`src/rtl/ccif_pkg.sv`:
```
// Shared types, constants and calendar helpers for the calendar clock block.
package ccif_pkg;

	// Item kinds
	localparam logic [1:0] KIND_TICK  = 2'd0;
	localparam logic [1:0] KIND_LOAD  = 2'd1;
	localparam logic [1:0] KIND_CLEAR = 2'd2;

	// Configuration register indexes
	localparam int unsigned CFG_IDX_W  = 4;
	localparam int unsigned CFG_DATA_W = 16;
	localparam logic [CFG_IDX_W-1:0] REG_SYNC_PERIOD  = 4'd0;
	localparam logic [CFG_IDX_W-1:0] REG_LOG_INTERVAL = 4'd1;

	localparam logic [15:0] SYNC_PERIOD_RESET  = 16'd900;
	localparam logic [11:0] LOG_INTERVAL_RESET = 12'd5;
	localparam logic [11:0] LOG_INTERVAL_MIN   = 12'd5;

	localparam logic [15:0] YEAR_RESET = 16'd2000;
	localparam logic [5:0]  SEC_PER_MIN = 6'd60;
	localparam logic [5:0]  MIN_PER_HOUR = 6'd60;
	localparam logic [4:0]  HOUR_PER_DAY = 5'd24;
	localparam logic [3:0]  MONTH_PER_YEAR = 4'd12;
	localparam logic [3:0]  MONTH_FEB = 4'd2;

	// y divisible by 25 <=> (y * inverse(25) mod 2^16) <= floor(65535 / 25)
	localparam logic [15:0] INV25_MOD16 = 16'd23593;
	localparam logic [15:0] DIV25_LIMIT = 16'd2621;

	typedef struct packed {
		logic [1:0]  kind;
		logic [15:0] load_year;
		logic [3:0]  load_month;
		logic [4:0]  load_day;
		logic [4:0]  load_hour;
		logic [5:0]  load_minute;
		logic [5:0]  load_second;
		logic        logging_enabled;
	} in_item_t;

	typedef struct packed {
		logic [5:0]  cur_second;
		logic [5:0]  cur_minute;
		logic [4:0]  cur_hour;
		logic [4:0]  cur_day;
		logic [3:0]  cur_month;
		logic [15:0] cur_year;
		logic        sync_due;
		logic        log_due;
	} out_item_t;

	typedef struct packed {
		logic [5:0]  second;
		logic [5:0]  minute;
		logic [4:0]  hour;
		logic [4:0]  day;
		logic [3:0]  month;
		logic [15:0] year;
	} cal_time_t;

	// Gregorian rule: %100 is %4 and %25, %400 is %16 and %25
	function automatic logic is_leap(input logic [15:0] year);
		logic [15:0] prod;
		logic        div4;
		logic        div16;
		logic        div25;
		prod  = year * INV25_MOD16;
		div4  = (year[1:0] == 2'd0);
		div16 = (year[3:0] == 4'd0);
		div25 = (prod <= DIV25_LIMIT);
		return (div4 && !div25) || (div16 && div25);
	endfunction

	// Months outside 1..12 count as 31 days
	function automatic logic [4:0] month_days(input logic [3:0] month, input logic leap);
		logic [4:0] n;
		case (month)
			4'd2:    n = leap ? 5'd29 : 5'd28;
			4'd4:    n = 5'd30;
			4'd6:    n = 5'd30;
			4'd9:    n = 5'd30;
			4'd11:   n = 5'd30;
			default: n = 5'd31;
		endcase
		return n;
	endfunction

endpackage

```
`src/rtl/ccif_intf.sv`:
```
// Valid/ready channel interfaces for the calendar clock block.
interface ccif_in_if;
	logic                valid;
	logic                ready;
	ccif_pkg::in_item_t  item;
	modport source (output valid, output item, input ready);
	modport sink   (input valid, input item, output ready);
endinterface

interface ccif_out_if;
	logic                valid;
	logic                ready;
	ccif_pkg::out_item_t item;
	modport source (output valid, output item, input ready);
	modport sink   (input valid, input item, output ready);
endinterface

interface ccif_cfg_if;
	logic                              valid;
	logic                              ready;
	logic [ccif_pkg::CFG_IDX_W-1:0]    index;
	logic [ccif_pkg::CFG_DATA_W-1:0]   data;
	modport source (output valid, output index, output data, input ready);
	modport sink   (input valid, input index, input data, output ready);
endinterface

```
`src/rtl/calendar_clock_with_interval_flags.sv`:
```
// Calendar clock with Gregorian leap years, resync-due and log-due pulses.
// Every input transfer (tick, load time, clear log counter or unused kind) yields exactly one
// result that shows the time after the item and the two pulse flags, which are set only on
// ticks. The block takes one item per clock cycle; a result is presented the cycle after its
// transfer and is held in a single output register, so input is accepted whenever that
// register is empty or being drained in the same cycle. The calendar carry chain with its
// leap-year test is combinational and sits between the time registers and the output
// register. Configuration writes are accepted every cycle.
module calendar_clock_with_interval_flags (
	input logic         clk,
	input logic         arst_n,
	ccif_in_if.sink     in_ch,
	ccif_out_if.source  out_ch,
	ccif_cfg_if.sink    cfg
);
	import ccif_pkg::*;

	cal_time_t   time_q;
	cal_time_t   tick_time;
	cal_time_t   time_n;
	logic [15:0] sync_ticks_q;
	logic [15:0] sync_ticks_n;
	logic [11:0] log_ticks_q;
	logic [11:0] log_ticks_n;
	logic [15:0] sync_period_q;
	logic [11:0] log_interval_q;

	logic        out_valid_q;
	out_item_t   out_q;

	logic        in_xfer;
	logic [15:0] sync_inc;
	logic        sync_hit;
	logic [11:0] log_inc;
	logic [11:0] log_thr;
	logic        log_hit;
	logic        sync_due_n;
	logic        log_due_n;

	ccif_calendar u_calendar (
		.cur (time_q),
		.nxt (tick_time)
	);

	assign in_ch.ready  = !out_valid_q || out_ch.ready;
	assign in_xfer      = in_ch.valid && in_ch.ready;
	assign cfg.ready    = 1'b1;
	assign out_ch.valid = out_valid_q;
	assign out_ch.item  = out_q;

	// Period 0 fires on every tick, same as 1
	assign sync_inc = sync_ticks_q + 16'd1;
	assign sync_hit = (sync_inc >= sync_period_q);

	// Threshold compare runs even while logging is off
	assign log_inc = in_ch.item.logging_enabled ? log_ticks_q + 12'd1 : log_ticks_q;
	assign log_thr = ((log_interval_q < LOG_INTERVAL_MIN) ? LOG_INTERVAL_MIN : log_interval_q)
		- 12'd1;
	assign log_hit = (log_inc >= log_thr);

	always_comb begin
		time_n       = time_q;
		sync_ticks_n = sync_ticks_q;
		log_ticks_n  = log_ticks_q;
		sync_due_n   = 1'b0;
		log_due_n    = 1'b0;
		unique case (in_ch.item.kind)
			KIND_TICK: begin
				time_n       = tick_time;
				sync_ticks_n = sync_hit ? 16'd0 : sync_inc;
				log_ticks_n  = log_hit ? 12'd0 : log_inc;
				sync_due_n   = sync_hit;
				log_due_n    = log_hit;
			end
			KIND_LOAD: begin
				time_n.year   = in_ch.item.load_year;
				time_n.month  = in_ch.item.load_month;
				time_n.day    = in_ch.item.load_day;
				time_n.hour   = in_ch.item.load_hour;
				time_n.minute = in_ch.item.load_minute;
				time_n.second = in_ch.item.load_second;
			end
			KIND_CLEAR: begin
				log_ticks_n = 12'd0;
			end
			default: begin
			end
		endcase
	end

	always_ff @(posedge clk or negedge arst_n) begin
		if (!arst_n) begin
			time_q.second  <= 6'd0;
			time_q.minute  <= 6'd0;
			time_q.hour    <= 5'd0;
			time_q.day     <= 5'd1;
			time_q.month   <= 4'd1;
			time_q.year    <= YEAR_RESET;
			sync_ticks_q   <= 16'd0;
			log_ticks_q    <= 12'd0;
			sync_period_q  <= SYNC_PERIOD_RESET;
			log_interval_q <= LOG_INTERVAL_RESET;
			out_valid_q    <= 1'b0;
		end else begin
			if (in_xfer) begin
				time_q       <= time_n;
				sync_ticks_q <= sync_ticks_n;
				log_ticks_q  <= log_ticks_n;
				out_valid_q  <= 1'b1;
			end else if (out_ch.ready) begin
				out_valid_q  <= 1'b0;
			end
			if (cfg.valid && cfg.ready) begin
				if (cfg.index == REG_SYNC_PERIOD) begin
					sync_period_q <= cfg.data;
				end else if (cfg.index == REG_LOG_INTERVAL) begin
					log_interval_q <= cfg.data[11:0];
				end
			end
		end
	end

	// Result payload, no reset needed
	always_ff @(posedge clk) begin
		if (in_xfer) begin
			out_q.cur_second <= time_n.second;
			out_q.cur_minute <= time_n.minute;
			out_q.cur_hour   <= time_n.hour;
			out_q.cur_day    <= time_n.day;
			out_q.cur_month  <= time_n.month;
			out_q.cur_year   <= time_n.year;
			out_q.sync_due   <= sync_due_n;
			out_q.log_due    <= log_due_n;
		end
	end

	a_xfer_gives_result: assert property (@(posedge clk) disable iff (!arst_n)
		in_xfer |=> out_ch.valid)
		else $error("transfer did not produce a result");

	a_ready_when_empty: assert property (@(posedge clk) disable iff (!arst_n)
		!out_valid_q |-> in_ch.ready)
		else $error("input stalled with empty output register");

	a_flags_only_on_tick: assert property (@(posedge clk) disable iff (!arst_n)
		(in_xfer && in_ch.item.kind != KIND_TICK) |=> (!out_q.sync_due && !out_q.log_due))
		else $error("pulse flag set on a non-tick item");

	a_tick_second_range: assert property (@(posedge clk) disable iff (!arst_n)
		(in_xfer && in_ch.item.kind == KIND_TICK) |=> (out_q.cur_second < SEC_PER_MIN))
		else $error("second out of range after tick");

	a_sync_resets_counter: assert property (@(posedge clk) disable iff (!arst_n)
		(in_xfer && in_ch.item.kind == KIND_TICK && sync_hit) |=> (sync_ticks_q == 16'd0))
		else $error("sync counter not cleared on pulse");

endmodule

```
`src/rtl/ccif_calendar.sv`:
```
// One-second advance of the calendar time with carries and leap years.
module ccif_calendar (
	input  ccif_pkg::cal_time_t cur,
	output ccif_pkg::cal_time_t nxt
);
	import ccif_pkg::*;

	logic [5:0]  sec_inc;
	logic [5:0]  min_inc;
	logic [4:0]  hour_inc;
	logic [4:0]  day_inc;
	logic [3:0]  month_inc;
	logic        c_sec;
	logic        c_min;
	logic        c_hour;
	logic        c_day;
	logic        c_month;
	logic [4:0]  day_limit;

	// Length uses the month and year before this tick
	assign day_limit = month_days(cur.month, is_leap(cur.year));

	// Each stage compares even without an incoming carry, so oversized loads roll over
	always_comb begin
		sec_inc   = cur.second + 6'd1;
		c_sec     = (sec_inc >= SEC_PER_MIN);
		min_inc   = c_sec ? cur.minute + 6'd1 : cur.minute;
		c_min     = (min_inc >= MIN_PER_HOUR);
		hour_inc  = c_min ? cur.hour + 5'd1 : cur.hour;
		c_hour    = (hour_inc >= HOUR_PER_DAY);
		day_inc   = c_hour ? cur.day + 5'd1 : cur.day;
		c_day     = (day_inc > day_limit);
		month_inc = c_day ? cur.month + 4'd1 : cur.month;
		c_month   = (month_inc > MONTH_PER_YEAR);

		nxt.second = c_sec   ? 6'd0 : sec_inc;
		nxt.minute = c_min   ? 6'd0 : min_inc;
		nxt.hour   = c_hour  ? 5'd0 : hour_inc;
		nxt.day    = c_day   ? 5'd1 : day_inc;
		nxt.month  = c_month ? 4'd1 : month_inc;
		nxt.year   = c_month ? cur.year + 16'd1 : cur.year;
	end

endmodule

```
`src/flat_wrapper.sv`:
```
// flat-port wrapper written by rule: the top's interface ports become plain ports
module calendar_clock_with_interval_flags_flat import ccif_pkg::*;
  (clk, arst_n, in_ch_valid, in_ch_item, in_ch_ready, out_ch_valid, out_ch_item, out_ch_ready, cfg_valid, cfg_index, cfg_data, cfg_ready);
  ccif_in_if in_ch_i ();
  ccif_out_if out_ch_i ();
  ccif_cfg_if cfg_i ();
  input logic clk;
  input logic arst_n;
  input wire logic [$bits(in_ch_i.valid)-1:0] in_ch_valid;
  input wire logic [$bits(in_ch_i.item)-1:0] in_ch_item;
  output wire logic [$bits(in_ch_i.ready)-1:0] in_ch_ready;
  output wire logic [$bits(out_ch_i.valid)-1:0] out_ch_valid;
  output wire logic [$bits(out_ch_i.item)-1:0] out_ch_item;
  input wire logic [$bits(out_ch_i.ready)-1:0] out_ch_ready;
  input wire logic [$bits(cfg_i.valid)-1:0] cfg_valid;
  input wire logic [$bits(cfg_i.index)-1:0] cfg_index;
  input wire logic [$bits(cfg_i.data)-1:0] cfg_data;
  output wire logic [$bits(cfg_i.ready)-1:0] cfg_ready;
  assign in_ch_i.valid = in_ch_valid;
  assign in_ch_i.item = in_ch_item;
  assign in_ch_ready = in_ch_i.ready;
  assign out_ch_valid = out_ch_i.valid;
  assign out_ch_item = out_ch_i.item;
  assign out_ch_i.ready = out_ch_ready;
  assign cfg_i.valid = cfg_valid;
  assign cfg_i.index = cfg_index;
  assign cfg_i.data = cfg_data;
  assign cfg_ready = cfg_i.ready;
  calendar_clock_with_interval_flags u_core (.clk(clk), .arst_n(arst_n), .in_ch(in_ch_i), .out_ch(out_ch_i), .cfg(cfg_i));
endmodule
```
`config.mk`:
```
export PLATFORM = sky130hd
export DESIGN_NAME = calendar_clock_with_interval_flags_flat
export DESIGN_NICKNAME = d
export VERILOG_FILES = /design/src/rtl/ccif_pkg.sv /design/src/rtl/ccif_intf.sv /design/src/rtl/calendar_clock_with_interval_flags.sv /design/src/rtl/ccif_calendar.sv /design/src/flat_wrapper.sv
export SDC_FILE = /design/constraint.sdc
export NUM_CORES = 1
export LEC_CHECK = 0
export BUFFER_PORTS_ARGS = -buffer_cell sky130_fd_sc_hd__buf_2
export CORE_ASPECT_RATIO = 0.6
export CORE_MARGIN = 10
export CORE_UTILIZATION = 45
export CTS_BUF_LIST = sky130_fd_sc_hd__clkbuf_8
export DETAILED_ROUTE_END_ITERATION = 12
export GPL_ROUTABILITY_DRIVEN = 0
export GPL_TIMING_DRIVEN = 1
export PLACE_DENSITY = 0.64
export SLEW_MARGIN = 20
export SYNTH_ARGS = -nofsm -noshare
export SYNTH_HDL_FRONTEND = slang
export SYNTH_SLANG_ARGS = --single-unit
```
`constraint.sdc`:
```
create_clock -name clk -period 16.31 [get_ports clk]
set_clock_uncertainty 0.1 [all_clocks]
set_input_delay 3.262 -clock clk [delete_from_list [all_inputs] [get_ports clk]]
set_output_delay 3.262 -clock clk [all_outputs]
set_load 0.005 [all_outputs]
```
== Word level (Yosys, flattened, before mapping) ==
Index checks and enable logic that the tools add are counted.

* Bits in registers: 143
* Output and inout bits: 47
* Input port bits: 70
* Word-level logic and storage cells: 85

* Reduce and logical (&&, ||, !) cells: 18
* Multiply operators: 1
* Multiplexer cells: 20
* Equality and inequality tests: 8
* $add $sub $neg: 9
* $lt $le $gt $ge: 9
* Bitwise operators: 1

{| class="wikitable"
|+ Operators by type and width
! cell !! number
|-
| 42-bit one-hot mux with 2 select lines || 1
|-
| 12-bit 2-to-1 mux || 3
|-
| 16-bit by 1-bit adder with 16-bit output, second input constant || 2
|-
| 16-bit 2-to-1 mux || 2
|-
| 12-bit one-hot mux with 2 select lines || 1
|-
| 5-bit 2-to-1 mux || 4
|-
| 6-bit 2-to-1 mux || 3
|-
| 16-bit greater-or-equal comparator || 1
|-
| 16-bit by 12-bit <= comparator with 1-bit output, second input constant || 1
|-
| 16-bit by 15-bit multiplier with 16-bit output, second input constant || 1
|-
| 12-bit by 1-bit adder with 12-bit output, second input constant || 1
|-
| 6-bit by 1-bit adder with 6-bit output, second input constant || 2
|-
| 12-bit greater-or-equal comparator || 1
|-
| 6-bit greater-or-equal comparator, second input constant || 2
|-
| 12-bit by 3-bit less-than comparator with 1-bit output, second input constant || 1
|-
| 12-bit by 1-bit subtractor with 12-bit output, second input constant || 1
|-
| 5-bit by 1-bit adder with 5-bit output, second input constant || 2
|-
| 4-bit by 3-bit equality test with 1-bit output, second input constant || 2
|-
| 4-bit equality test, second input constant || 2
|-
| 4-bit logical NOT || 2
|-
| 4-bit 2-to-1 mux || 2
|-
| 2-bit AND reduction || 3
|-
| 5-bit greater-or-equal comparator, second input constant || 1
|-
| 5-bit > comparator || 1
|-
| other kinds (16) || 24
|}

== Depth between registers and ports, before layout ==
* Depth after elaboration: 12
* Gate-level depth with buffers: 30
* Depth with buffers taken out: 28

== Modules after synthesis ==
From an unflattened synthesis, not the netlist that was laid out.

* Cell total of the unflattened synthesis: 1038
* Area total of the unflattened synthesis: 10527.6 sq um

{| class="wikitable"
|+ Modules (own cells, without submodules)
! module !! seq. area each (sq um) !! cells an instance !! instances !! area each (sq um)
|-
| calendar_clock_with_interval_flags || 3816.2 || 656 || 1 || 7393.3
|-
| ccif_calendar || 0.0 || 382 || 1 || 3134.3
|}

== Worst setup path after synthesis ==
No wires, ideal clock.

* Kind: input-to-output
* Start point: in out_ch_ready
* End point: out in_ch_ready
* Path buffers: 0
* Stages on the path: 1
* Required time: 12948 ps
* Path slack: 9529 ps
* Arrival time: 3419 ps
* Cells stage by stage: nand2b_1

* Word-level cells in the longest chain between the ends: 1

{| class="wikitable"
|+ RTL lines
! element !! RTL line !! text
|-
| from (decl) || flat_wrapper.sv:14 || <nowiki>input wire logic [$bits(out_ch_i.ready)-1:0] out_ch_ready;</nowiki>
|-
| 1-bit logical OR || calendar_clock_with_interval_flags.sv:45 || <nowiki>assign in_ch.ready = !out_valid_q || out_ch.ready;</nowiki>
|-
| to (decl) || flat_wrapper.sv:11 || <nowiki>output wire logic [$bits(in_ch_i.ready)-1:0] in_ch_ready;</nowiki>
|}

Every way passes these cells.

==> flow_metrics.tcl <==
set metrics [dict create \
    outcome "finished clean" \
    die_x_um 218 \
    cts.repair.resized 0 \
    grt_pass1_wl_um 48900 \
    die_y_um 139 \
    clk_pin_slew_worst_paths_ns 0.08 \
    synth.most_common_cell "nand2_1" \
    period_share_pct 47.3 \
    ys_seq_area_share_pct 36.1 \
    dp_hpwl_um 21600 \
    rsz0062_at_grt "false" \
    n_antenna_cell 0 \
    fin_setup_tns_ns 0 \
    critPathBufInv 5 \
    grt_use_total_pct 19.8 \
    worstSetupStartpointType "register" \
    dp.cells 1521 \
    grt_max_degree 82 \
    syn_to_final_growth_pct 11.3 \
    clock_power_share_pct 15.9 \
    peakVddDrop_uv 120 \
    worstMarginPinSlew_ns 0.909 \
    cp_top_family "adder cells" \
    io_buffers 115 \
    holdWs_ns 0.422 \
    vias 9032 \
    post_cts.repair.setup_buffers 0 \
    critPathRequiredTime_ns 16.40 \
    finalWirelength_um 29500 \
    pwr-share-seq_pct 29.8 \
    overflow 0 \
    avgViaCountPerCell 5.82 \
    final_max_slew_viol_count 0 \
    finalPower_w 0.00175 \
    slew_headroom_pct 39.4 \
    cts.sinks 143 \
    p_per_area_nw_per_um2 149 \
    p_leak_nw 5.21 \
    hold_violations 0 \
    antenna_found_initial 0 \
    synth-seq-cells 143 \
    utilization_pct 50.9 \
    firstDrtPassIters 5 \
    cts_tree "built" \
    cts.root.buffer_cell "clkbuf_8" \
    max_freq_mhz 130 \
    hold_path.class "register to register" \
    stdcell_count 1553 \
    syn_nets 1331 \
    setup_viol_count_final 0 \
    worstSkewPairLatency_ns 0.46 \
    coreArea_um2 23100 \
    slowest_stage "a22oi_2" \
    synth_top_flop_cell "dfrtp_1" \
    wl_per_cell_um 19.0 \
    cellInternalPower_w 0.00100 \
    synth_edf_count 44 \
    drc_errors 0 \
    postCtsHoldBufs 0 \
    yosys_warnings 0 \
    cp-end-kind "register" \
    crit_top_cell "ha_1" \
    yosysUniqueCellTypes 81 \
    synth_top_area_cell "dfrtp_1" \
    maxCapViolCount 0 \
    drive_above_1_share_pct 17.5 \
    finalCriticalPeriod_ns 7.71 \
    row_count 43 \
    worstPathArrival_ns 7.80 \
    htree_levels 4 \
    synth_common_cells "117 x nand2_1, 105 x ha_1, 85 x dfrtp_1" \
    slowest_delay_ns 0.63 \
    num-nets-final 1418 \
    async_reset_ff_share_pct 69.2 \
    power_switching_share_pct 42.7 \
    crit_fanout 23 \
    start_util_pct 45.7 \
    ant_nets 0 \
    synth_area_leaders "dfrtp_1 20%, edfxtp_1 12%, ha_1 12%" \
    syn_area_per_cell_um2 9.30 \
    cts_buffer_depth 2 \
    synth_top_cell_area_share_pct 20.1 \
    syn_area_um2 10600 \
    postSynthCellCount 1138 \
    path_class "register to register" \
    initialDrtViolationCount 1031 \
    p_switching_w 0.000748 \
    grt_pass1_vias 8750 \
    cts_buffers 17 \
    io_pins 117 \
    die_area_um2 30200 \
    p_comb_share_pct 54.3 \
]
==> state kept, by name, summed over array words and instances, names as in the netlist <==
register and cells:
u_core.out_ch.item 44, u_core.time_q 42, u_core.sync_period_q 16, u_core.sync_ticks_q 16
u_core.log_interval_q 12, u_core.log_ticks_q 12, u_core.out_ch.valid 1
==> per-stage QoR <==
step | cell area (µm²) | setup WS, ns
floorplan | 10600 | 9.53
detailed placement | 11400 | 8.74
finish | 11800 | 8.60
global placement | 11400 | 8.91
CTS | 11800 | 8.70
global route | 11800 | 8.06
==> area by class of cell <==
class / count / area, µm²
Fill cell: 2137 / 11400
Multi-Input combinational cell: 857 / 6240
Sequential cell: 143 / 3820
Timing Repair Buffer: 127 / 668
Tap cell: 315 / 394
Inverter: 79 / 297
Clock buffer: 17 / 234
Clock inverter: 15 / 129
==> layout by cell type, fill, tap and decap left out, types with 16 or more instances in the layout <==
cell type / netlist / final
xnor2_1: 34 / 34
edfxtp_1: 44 / 44
dfrtp_1: 85 / 85
clkbuf_8: 0 / 17
nand3_1: 44 / 44
o21ai_0: 76 / 76
mux2_2: 30 / 30
xor2_1: 19 / 19
a21oi_1: 56 / 56
ha_1: 105 / 105
fa_1: 18 / 18
o211ai_1: 16 / 16
inv_1: 79 / 80
buf_2: 1 / 114
nand2_1: 117 / 117
nor2_1: 64 / 64
and3_1: 21 / 21
a22oi_1: 19 / 19
nor3_1: 31 / 31
o22ai_1: 16 / 16
==> logic make-up after synthesis <==
logic type / after synthesis / synth area share [%]
other: 1 / 0.0354
AND/OR/NAND/NOR: 362 / 16.7
adder cells (fa/ha/maj): 123 / 15.8
AO/OA/AOI/OAI: 282 / 18.1
XOR/XNOR: 53 / 4.39
flip-flops: 143 / 36.1
buffers and inverters: 138 / 5.08
multiplexers: 36 / 3.81
==> worst min-delay path, cell delays in order (launching register included) <==
cell and delay [ns]:
dfstp_2 0.37, inv_1 0.07, o21ai_0 0.09
==> power groups by stage <==
| stage | clock [W] | sequential (W) | combinational (W) |
|---|---|---|---|
| 3_3_place_gp | 0 | 0.000524 | 0.000922 |
| 4_1_cts | 0.000285 | 0.000520 | 0.000957 |
| 3_5_place_dp | 0 | 0.000526 | 0.000937 |
| 6_report | 0.000278 | 0.000522 | 0.000951 |
| 2_1_floorplan | 0 | 0.000494 | 0.000734 |
| 5_1_grt | 0.000300 | 0.000534 | 0.00111 |
==> worst paths after layout <==
kind                                       endpoint  slack, ns                     from  cells past startpoint
setup / recovery              u_core.out_ch.item[8]       8.60         u_core.time_q[3]                     28
min in group asynchronous  u_core.sync_period_q[12]       2.65                   arst_n                      1
max in group asynchronous         u_core.time_q[23]      12.17                   arst_n                      2
hold / removal              u_core.sync_period_q[8]       0.42  u_core.sync_period_q[8]                      2
setup reg to reg              u_core.out_ch.item[8]       8.60         u_core.time_q[3]                     28
hold reg to reg             u_core.sync_period_q[8]       0.42  u_core.sync_period_q[8]                      2
==> metal layers <==
metal,vias to the layer above,routed length [µm],global-route usage (%)
li1,4312,-,-
met1,4342,15000,30.5
met4,0,398,4.88
met2,347,12000,26.7
met3,31,2130,4.49
met5,-,0,0
(Power assumes the default switching activity.)
